## config.mk

```make
export PLATFORM = sky130hd
export DESIGN_NAME = byte_to_text_stream_encoder
export DESIGN_NICKNAME = d
export VERILOG_FILES = /design/src/hw/rtl/bte_pkg.sv /design/src/hw/rtl/byte_to_text_stream_encoder.sv
export SDC_FILE = /design/constraint.sdc
export NUM_CORES = 1
export LEC_CHECK = 0
export BUFFER_PORTS_ARGS = -buffer_cell sky130_fd_sc_hd__buf_2
export CAP_MARGIN = 0
export CORE_ASPECT_RATIO = 0.5
export CORE_UTILIZATION = 36
export CTS_CLUSTER_SIZE = 14
export DETAILED_ROUTE_END_ITERATION = 10
export PLACE_DENSITY = 0.57
export SLEW_MARGIN = 20
export SYNTH_ARGS = -nofsm -noshare
export SYNTH_HDL_FRONTEND = slang
export SYNTH_SLANG_ARGS = --single-unit
```

## constraint.sdc

```tcl
create_clock -name clk -period 3.45 [get_ports clk]
set_input_delay 0.345 -clock clk [delete_from_list [all_inputs] [get_ports clk]]
set_output_delay 0.345 -clock clk [all_outputs]
set_load 0.1 [all_outputs]
```

## src/hw/rtl/bte_pkg.sv

```systemverilog
// ----------------------------------------------------------------------------
// bte_pkg: shared types and constants of the byte to text stream encoder
// Holds the payload structs, the mode codes and the character mapping helpers.
// ----------------------------------------------------------------------------
package bte_pkg;

	localparam logic [1:0] MODE_LATIN1 = 2'd0;
	localparam logic [1:0] MODE_HEX    = 2'd1;
	localparam logic [1:0] MODE_B64    = 2'd2;

	localparam logic [7:0] CHAR_PAD = 8'h3D;

	localparam int unsigned MAX_CHARS = 4;

	typedef struct packed {
		logic [7:0] data_byte;
		logic       byte_valid;
		logic       flush;
	} data_t;

	typedef struct packed {
		logic [7:0] out_char;
		logic       last;
	} text_t;

	typedef logic [MAX_CHARS-1:0][7:0] group_t;

	function automatic logic [7:0] hex_char(input logic [3:0] v);
		logic [7:0] w;
		w = {4'h0, v};
		if (v < 4'd10) begin
			return 8'h30 + w;
		end
		return 8'h61 + w - 8'd10;
	endfunction

	function automatic logic [7:0] b64_char(input logic [5:0] v);
		logic [7:0] w;
		w = {2'b00, v};
		if (v < 6'd26) begin
			return 8'h41 + w;
		end
		if (v < 6'd52) begin
			return 8'h61 + w - 8'd26;
		end
		if (v < 6'd62) begin
			return 8'h30 + w - 8'd52;
		end
		if (v == 6'd62) begin
			return 8'h2B;
		end
		return 8'h2F;
	endfunction

	// Encodes k bytes (1 to 3) into four characters; missing ones become padding.
	// Bytes beyond k must be passed in as zero.
	function automatic group_t b64_group(input logic [7:0] b0, input logic [7:0] b1,
			input logic [7:0] b2, input logic [1:0] k);
		group_t g;
		g[0] = b64_char(b0[7:2]);
		g[1] = b64_char({b0[1:0], b1[7:4]});
		g[2] = (k >= 2'd2) ? b64_char({b1[3:0], b2[7:6]}) : CHAR_PAD;
		g[3] = (k == 2'd3) ? b64_char(b2[5:0]) : CHAR_PAD;
		return g;
	endfunction

endpackage

```

## src/hw/rtl/byte_to_text_stream_encoder.sv

```systemverilog
// ----------------------------------------------------------------------------
// byte_to_text_stream_encoder
// Turns a byte stream into Latin-1 UTF-8 bytes, hex digits or padded base64.
// ----------------------------------------------------------------------------
// Path: an accepted byte is held in the input register, then its characters
// go to the output buffer once it is free. Throughput: one item per cycle
// while the output is not stalled and each item makes no or one character;
// after one with more (up to four), the next waits in the input register until
// the output buffer, which hands out one character per beat, has emptied.
// Reset: clears the mode to Latin-1, the base64 byte count and all valid flags.
module byte_to_text_stream_encoder (
	input  logic           clk,
	input  logic           arst_n,
	input  logic           mode_we,
	input  logic [1:0]     mode_wdata,
	input  logic           data_valid,
	output logic           data_ready,
	input  bte_pkg::data_t data,
	output logic           text_valid,
	input  logic           text_ready,
	output bte_pkg::text_t text
);
	import bte_pkg::*;

	logic [1:0] mode_q;

	logic  valid_s1;
	data_t item_s1;

	logic [7:0] pend0_q;
	logic [7:0] pend1_q;
	logic [1:0] pcnt_q;

	group_t     chars_q;
	logic [2:0] cnt_q;
	logic [1:0] idx_q;
	logic       busy_q;

	group_t     res_chars;
	logic [2:0] res_n;
	logic [7:0] pend0_d;
	logic [7:0] pend1_d;
	logic [1:0] pcnt_d;

	logic last_beat;
	logic buf_free;
	logic load;

	assign last_beat  = ({1'b0, idx_q} == (cnt_q - 3'd1));
	assign buf_free   = !busy_q || (text_ready && last_beat);
	assign load       = valid_s1 && buf_free;
	assign data_ready = !valid_s1 || buf_free;

	assign text_valid    = busy_q;
	assign text.out_char = chars_q[idx_q];
	assign text.last     = last_beat;

	always_ff @(posedge clk or negedge arst_n) begin
		if (!arst_n) begin
			mode_q <= MODE_LATIN1;
		end else if (mode_we) begin
			mode_q <= mode_wdata;
		end
	end

	always_ff @(posedge clk or negedge arst_n) begin
		if (!arst_n) begin
			valid_s1 <= 1'b0;
		end else if (data_ready) begin
			valid_s1 <= data_valid;
		end
	end

	always_ff @(posedge clk) begin
		if (data_ready && data_valid) begin
			item_s1 <= data;
		end
	end

	// Result of the item in the input register, and the base64 state it leaves.
	always_comb begin
		res_chars = '0;
		res_n     = 3'd0;
		pend0_d   = pend0_q;
		pend1_d   = pend1_q;
		pcnt_d    = pcnt_q;
		case (mode_q)
			MODE_LATIN1: begin
				if (item_s1.byte_valid) begin
					if (!item_s1.data_byte[7]) begin
						res_chars[0] = item_s1.data_byte;
						res_n        = 3'd1;
					end else begin
						res_chars[0] = {6'b110000, item_s1.data_byte[7:6]};
						res_chars[1] = {2'b10, item_s1.data_byte[5:0]};
						res_n        = 3'd2;
					end
				end
			end
			MODE_HEX: begin
				if (item_s1.byte_valid) begin
					res_chars[0] = hex_char(item_s1.data_byte[7:4]);
					res_chars[1] = hex_char(item_s1.data_byte[3:0]);
					res_n        = 3'd2;
				end
			end
			MODE_B64: begin
				if (item_s1.byte_valid) begin
					if (pcnt_q[1]) begin
						res_chars = b64_group(pend0_q, pend1_q, item_s1.data_byte, 2'd3);
						res_n     = 3'd4;
						pcnt_d    = 2'd0;
					end else begin
						if (pcnt_q[0]) begin
							pend1_d = item_s1.data_byte;
						end else begin
							pend0_d = item_s1.data_byte;
						end
						pcnt_d = pcnt_q + 2'd1;
					end
				end
				// A flush after a completed group finds nothing held and adds nothing.
				if (item_s1.flush && (pcnt_d != 2'd0)) begin
					if (pcnt_d == 2'd1) begin
						res_chars = b64_group(pend0_d, 8'h00, 8'h00, 2'd1);
					end else begin
						res_chars = b64_group(pend0_d, pend1_d, 8'h00, 2'd2);
					end
					res_n  = 3'd4;
					pcnt_d = 2'd0;
				end
			end
			default: begin
			end
		endcase
	end

	always_ff @(posedge clk or negedge arst_n) begin
		if (!arst_n) begin
			pcnt_q <= 2'd0;
		end else if (load) begin
			pcnt_q <= pcnt_d;
		end
	end

	always_ff @(posedge clk) begin
		if (load) begin
			pend0_q <= pend0_d;
			pend1_q <= pend1_d;
		end
	end

	always_ff @(posedge clk or negedge arst_n) begin
		if (!arst_n) begin
			busy_q <= 1'b0;
			cnt_q  <= 3'd0;
			idx_q  <= 2'd0;
		end else if (load) begin
			busy_q <= (res_n != 3'd0);
			cnt_q  <= res_n;
			idx_q  <= 2'd0;
		end else if (busy_q && text_ready) begin
			if (last_beat) begin
				busy_q <= 1'b0;
			end else begin
				idx_q <= idx_q + 2'd1;
			end
		end
	end

	always_ff @(posedge clk) begin
		if (load) begin
			chars_q <= res_chars;
		end
	end

	a_pcnt_range: assert property (@(posedge clk) disable iff (!arst_n)
		pcnt_q != 2'd3)
		else $error("base64 byte count out of range");

	a_cnt_range: assert property (@(posedge clk) disable iff (!arst_n)
		busy_q |-> (cnt_q != 3'd0 && cnt_q <= 3'd4))
		else $error("output buffer holds an invalid character count");

	a_load_shows: assert property (@(posedge clk) disable iff (!arst_n)
		(load && res_n != 3'd0) |=> (text_valid && idx_q == 2'd0))
		else $error("loaded result not presented from its first character");

	a_b64_flush_clears: assert property (@(posedge clk) disable iff (!arst_n)
		(load && mode_q == MODE_B64 && item_s1.flush) |=> (pcnt_q == 2'd0))
		else $error("base64 flush left bytes held");

	a_no_load_busy: assert property (@(posedge clk) disable iff (!arst_n)
		(busy_q && !(text_ready && last_beat)) |-> !load)
		else $error("result buffer overwritten before its last beat");

endmodule

```

After elaboration in Yosys (flattened, before gate mapping):

Cells that the tools add are included.

* register bits after elaboration: 69
* bits of input ports: 17
* word-level logic and storage cells: 431

* add/sub/neg operators: 49
* order comparisons: 27
* eq/ne operators: 11
* multiplexer cells: 312
* reduce and logical (&&, ||, !) cells: 17

Operators by type and width (number)
* 2-to-1 mux 8 bit: 89
* 2-to-1 mux 1 bit: 201
* adder 7 x 6 -> 8 bit, first input constant: 16
* < comparator 6 bit, second input constant: 16
* 2-to-1 mux 32 bit: 3
* subtractor 7 x 6 -> 8 bit, second input constant: 8
* subtractor 8 x 5 -> 8 bit, second input constant: 8
* adder 6 x 6 -> 7 bit, first input constant: 8
* < comparator 6 x 5 -> 1 bit, second input constant: 8
* one-hot mux 16 bit (3 select lines): 1
* == test 6 bit, second input constant: 6
* 2-to-1 mux 16 bit: 2
* 2-to-1 mux 24 bit: 1
* 2-to-1 mux 2 bit: 10
* adder 7 x 4 -> 8 bit, first input constant: 2
* binary-select mux 8 bit (select 2 bit): 1
* subtractor 8 x 4 -> 8 bit, second input constant: 2
* adder 6 x 4 -> 7 bit, first input constant: 2
* 2-to-1 mux 3 bit: 3
* one-hot mux 3 bit (3 select lines): 1
* < comparator 4 bit, second input constant: 2
* AND reduction 2 bit: 3
* nonzero test 2 bit: 3
* logical AND 1 bit: 5
* other kinds (11): 15

Logic depth before layout (Yosys ltp):

* depth after elaboration: 31
* depth in mapped cells: 12
* depth with buffers taken out: 10

Worst setup path after synthesis:

No wires, ideal clock.

* path type: register to register
* from: register cnt_q[0]
* to: register item_s1[0] in the netlist's numbering, enable pin
* arrival time: 2.428 ns
* path slack: 0.679 ns
* stages on the path, launching flop included: 9
* buffers on the path: 0
* clock period less this slack: 2.771 ns
* cell sequence: dfrtp_1 > inv_1 > ha_1 > xor2_1 > nand3_1 > o21ai_1 > inv_1 > nand2_1 > and2_1

* longest elaborated chain between the ends: 6

Ends and longest elaborated chain
* start: declaration: RTL line byte_to_text_stream_encoder.sv:35 `logic [2:0] cnt_q;`
* start signal: assignment: RTL line byte_to_text_stream_encoder.sv:160 `cnt_q <= res_n;`
* subtractor 3 x 1 -> 3 bit: RTL line byte_to_text_stream_encoder.sv:49 `assign last_beat = ({1'b0, idx_q} == (cnt_q - 3'd1));`
* == test 2 x 3 -> 1 bit: RTL line byte_to_text_stream_encoder.sv:49
* logical AND 1 bit: RTL line byte_to_text_stream_encoder.sv:50 `assign buf_free = !busy_q || (text_ready && last_beat);`
* logical OR 1 bit: RTL line byte_to_text_stream_encoder.sv:50
* logical OR 1 bit: RTL line byte_to_text_stream_encoder.sv:52 `assign data_ready = !valid_s1 || buf_free;`
* net data_ready: RTL line byte_to_text_stream_encoder.sv:17 `output logic data_ready,`
* logical AND 1 bit: RTL line byte_to_text_stream_encoder.sv:75 `if (data_ready && data_valid) begin`
* end signal: assignment: RTL line byte_to_text_stream_encoder.sv:76 `item_s1 <= data;`
* end: declaration: RTL line byte_to_text_stream_encoder.sv:28 `data_t item_s1;`

The timed path passes the listed nets, and every way through them passes these cells.
A chain may end at the register's enable or synchronous reset.

==> metrics.yaml <==
finalHoldViolCount: 0
grtUsageMet1_pct: 36.82
final_max_slew_viol_count: 0
syn-num-nets: 733
synth_mux_area_share_pct: 8.423
gr-usage-all-layers_pct: 23.47
fin_cells: 938
required_ns: 3.52
met2_usage_pct: 31.84
ys.flop_type: "edfxtp_1"
hold_class: "input port to flip-flop"
status: "finished, final reports clean"
start_util_pct: 36.97
synth-compound-area-share_pct: 23.87
first_iter_violations: 639
grt_setup_unrepaired: "no"
clkTransAtPathRegs_ns: 0.06
clockBufferDepth: 2
globalplace.congestion: 0.9502
p_sw_share_pct: 50.32
grt-ovfl-total: 0
drc: 0
r2r_start: "pcnt_q[0]$_DFFE_PN0P_"
portBuffers: 27
final_antenna_net_count: 0
die_h_um: 93.86
endpoint_kind: "flip-flop"
whs_endpoint: "item_s1[6]$_DFFE_PP_"
viasPerCell: 6.041
worstMarginPinSlew_ns: 0.9852
ys_ff_latch: 69
setup_viol: 0
leakage_uw: 0.002627
finalSetupTns_ns: 0
place_area_um2: 6533
p_sw_uw: 3100
placedCellCount: 921
rr_worst_depth: 10
power.density_nw_per_um2: 895.4
crit_type: "flip-flop to flip-flop"
synthesis.instances: 679
synth_xor_area_share_pct: 3.171
min_path_cells: 1
cp-startpoint: "pcnt_q[0]$_DFFE_PN0P_"
fmax_ghz: 0.3090
row_count: 33
synth_cell_types: 74
busiest_layer: "met1"
area_growth_pct: 13.24
wire_per_inst_um: 21.12
yosys.area_share.simple_pct: 17.40
cts_num_sinks: 69
antenna_found_initial: 0
final_common_cell: "edfxtp_1"
r2r_setup_slack_ns: 0.21
num-nets-final: 760
syn_area_um2: 6076
grt_pass1_vias: 5038
root_buffer: "clkbuf_16"
die_w_um: 185.7
ctsHtreeMaxLevel: 3
drt_wl_total_um: 19810
crit_fanout: 11
cts_tree: "built"
internal-power_uw: 3060
ys.warnings.count: 0
power_uw: 6161
ys_seq_area_share_pct: 33.20
drtPass1Iterations: 5
grt_max_degree: 26
grt_pass1_wl_um: 30570
hpwl_um: 15020
async_flop_share_pct: 15.94
peakVddDrop_mv: 0.5716
synth_top_family_by_area: "compound AO/OA/AOI/OAI gates"
met3_usage_pct: 5.000
clkPwrFrac_pct: 16.4
skew_ns: 0.01061
io_pins: 28
vias: 5666
combPwrFrac_pct: 58.3
seqPwrFrac_pct: 25.4
cp_data_arrival_time_ns: 3.31
mostFrequentLayoutCells: "58 x edfxtp_1, 57 x a21oi_1, 53 x nand2_1"
die_area_um2: 17430
cap_violations: 0
relSlewSlack_pct: 33.62
cts_made_buffers: 9
insertion_delay_ns: 0.34
core_um2: 16430
final_area_um2: 6880
finalCriticalPeriod_ns: 3.236
layout-drive-gt1-share_pct: 16.03
post-route-period-util_pct: 93.80
rr_endpoint: "chars_q[1]$_DFFE_PP_"
synth_edf_count: 58
synth_fa_ha_area_share_pct: 7.619
hold_path.startpoint: "data[6]"
antennaDiodeCount: 0
start_kind: "flip-flop"
n_fill_cell: 1650
avgSynthCellArea_um2: 8.948
## power by group through the flow
stage	clock (µW)	sequential [µW]	combinational (µW)
floorplan	0	1430	2760
global placement	0	1570	3530
detailed placement	0	1570	3520
CTS	1030	1560	3520
global route	1060	1590	3830
finish	1010	1560	3590
## cells by family after synthesis
| family | Yosys count |
|---|---|
| simple gates | 205 |
| fa+ha+maj | 37 |
| mux | 36 |
| buf+inv | 91 |
| xor+xnor | 22 |
| compound gates | 219 |
| flops | 69 |
## critical path, cell delays in order (launching register included)
cell,delay (ns)
dfrtp_1,0.53
or3b_4,0.57
mux2i_4,0.27
inv_1,0.15
ha_1,0.21
nand2_1,0.07
mux2_2,0.31
a22oi_2,0.36
nand3_1,0.14
a21oi_1,0.24
o211ai_1,0.11
## cells in the mapped netlist (7+ instances only)
master / count / area [µm²]
nor2b_1: 11 / 68.82
clkbuf_1: 29 / 108.9
nand2_1: 53 / 198.9
xnor2_1: 20 / 175.2
nor3_1: 26 / 130.1
edfxtp_1: 58 / 1742
nand3_1: 26 / 130.1
mux2i_1: 13 / 130.1
inv_1: 46 / 172.7
mux2_2: 10 / 112.6
a31oi_1: 12 / 75.07
mux4_2: 8 / 180.2
o21ai_0: 45 / 225.2
or3_1: 8 / 50.05
buf_2: 7 / 35.03
o211ai_1: 11 / 82.58
o21ai_1: 10 / 50.05
nand3b_1: 8 / 60.06
nand4_1: 8 / 50.05
a21oi_1: 57 / 285.3
a21o_1: 9 / 67.56
dfrtp_1: 11 / 275.3
nor2_1: 38 / 142.6
ha_1: 37 / 462.9
o31ai_1: 7 / 52.55
## state kept, by name, summed over array words and instances, names as in the netlist
register,flops
text_valid,1
idx_q,2
pcnt_q,2
valid_s1,1
pend0_q,8
mode_q,2
item_s1,10
pend1_q,8
cnt_q,3
chars_q,32
## metal layers
layer | routed length [µm] | part of all wire [%] | vias up
li1 | - | - | 2605
met1 | 9889 | 50 | 2772
met2 | 7964 | 40 | 268
met3 | 1744 | 8.8 | 21
met4 | 212 | 1.1 | 0
met5 | 0 | 0 | -
## worst max-delay path by stage
| stage | to | slack [ns] | cells past startpoint |
|---|---|---|---|
| 3_5_place_dp | chars_q[8]$_DFFE_PP_ | 0.14 | 10 |
| 6_report | chars_q[1]$_DFFE_PP_ | 0.21 | 10 |
| 4_1_cts | chars_q[8]$_DFFE_PP_ | 0.13 | 10 |
| 3_3_place_gp | chars_q[8]$_DFFE_PP_ | 0.18 | 10 |
| 5_1_grt | chars_q[9]$_DFFE_PP_ | 0.09 | 10 |
| 2_1_floorplan | item_s1[0]$_DFFE_PP_ | 0.68 | 8 |
## per-stage QoR
step	util [%]	hold slack, ns	setup WS, ns
after floorplan	-	0.04941	0.6787
after global placement	39.75	0.2446	0.1803
after detailed placement	39.75	0.2519	0.1445
after CTS	41.78	0.1775	0.1328
after global routing	41.87	0.1842	0.08843
final	41.87	0.1801	0.2139
## what timing repair did
item	CTS	global route
setup endpoints to repair	0	2
buffers inserted	0	0
endpoints found under the hold margin	11	0
resized for setup	0	3
hold buffers	1	0
## layout make-up
cell class	instances	area [µm²]	share of cell area, %
Timing Repair Buffer	58	382.9	5.565
Inverter	49	183.9	2.673
Sequential cell	69	2017	29.31
Tap cell	227	284.0	4.128
Clock buffer	9	225.2	3.273
Clock inverter	7	98.84	1.437
Multi-Input combinational cell	519	3689	53.61
Note: power is estimated with default switching activity, not from simulation.
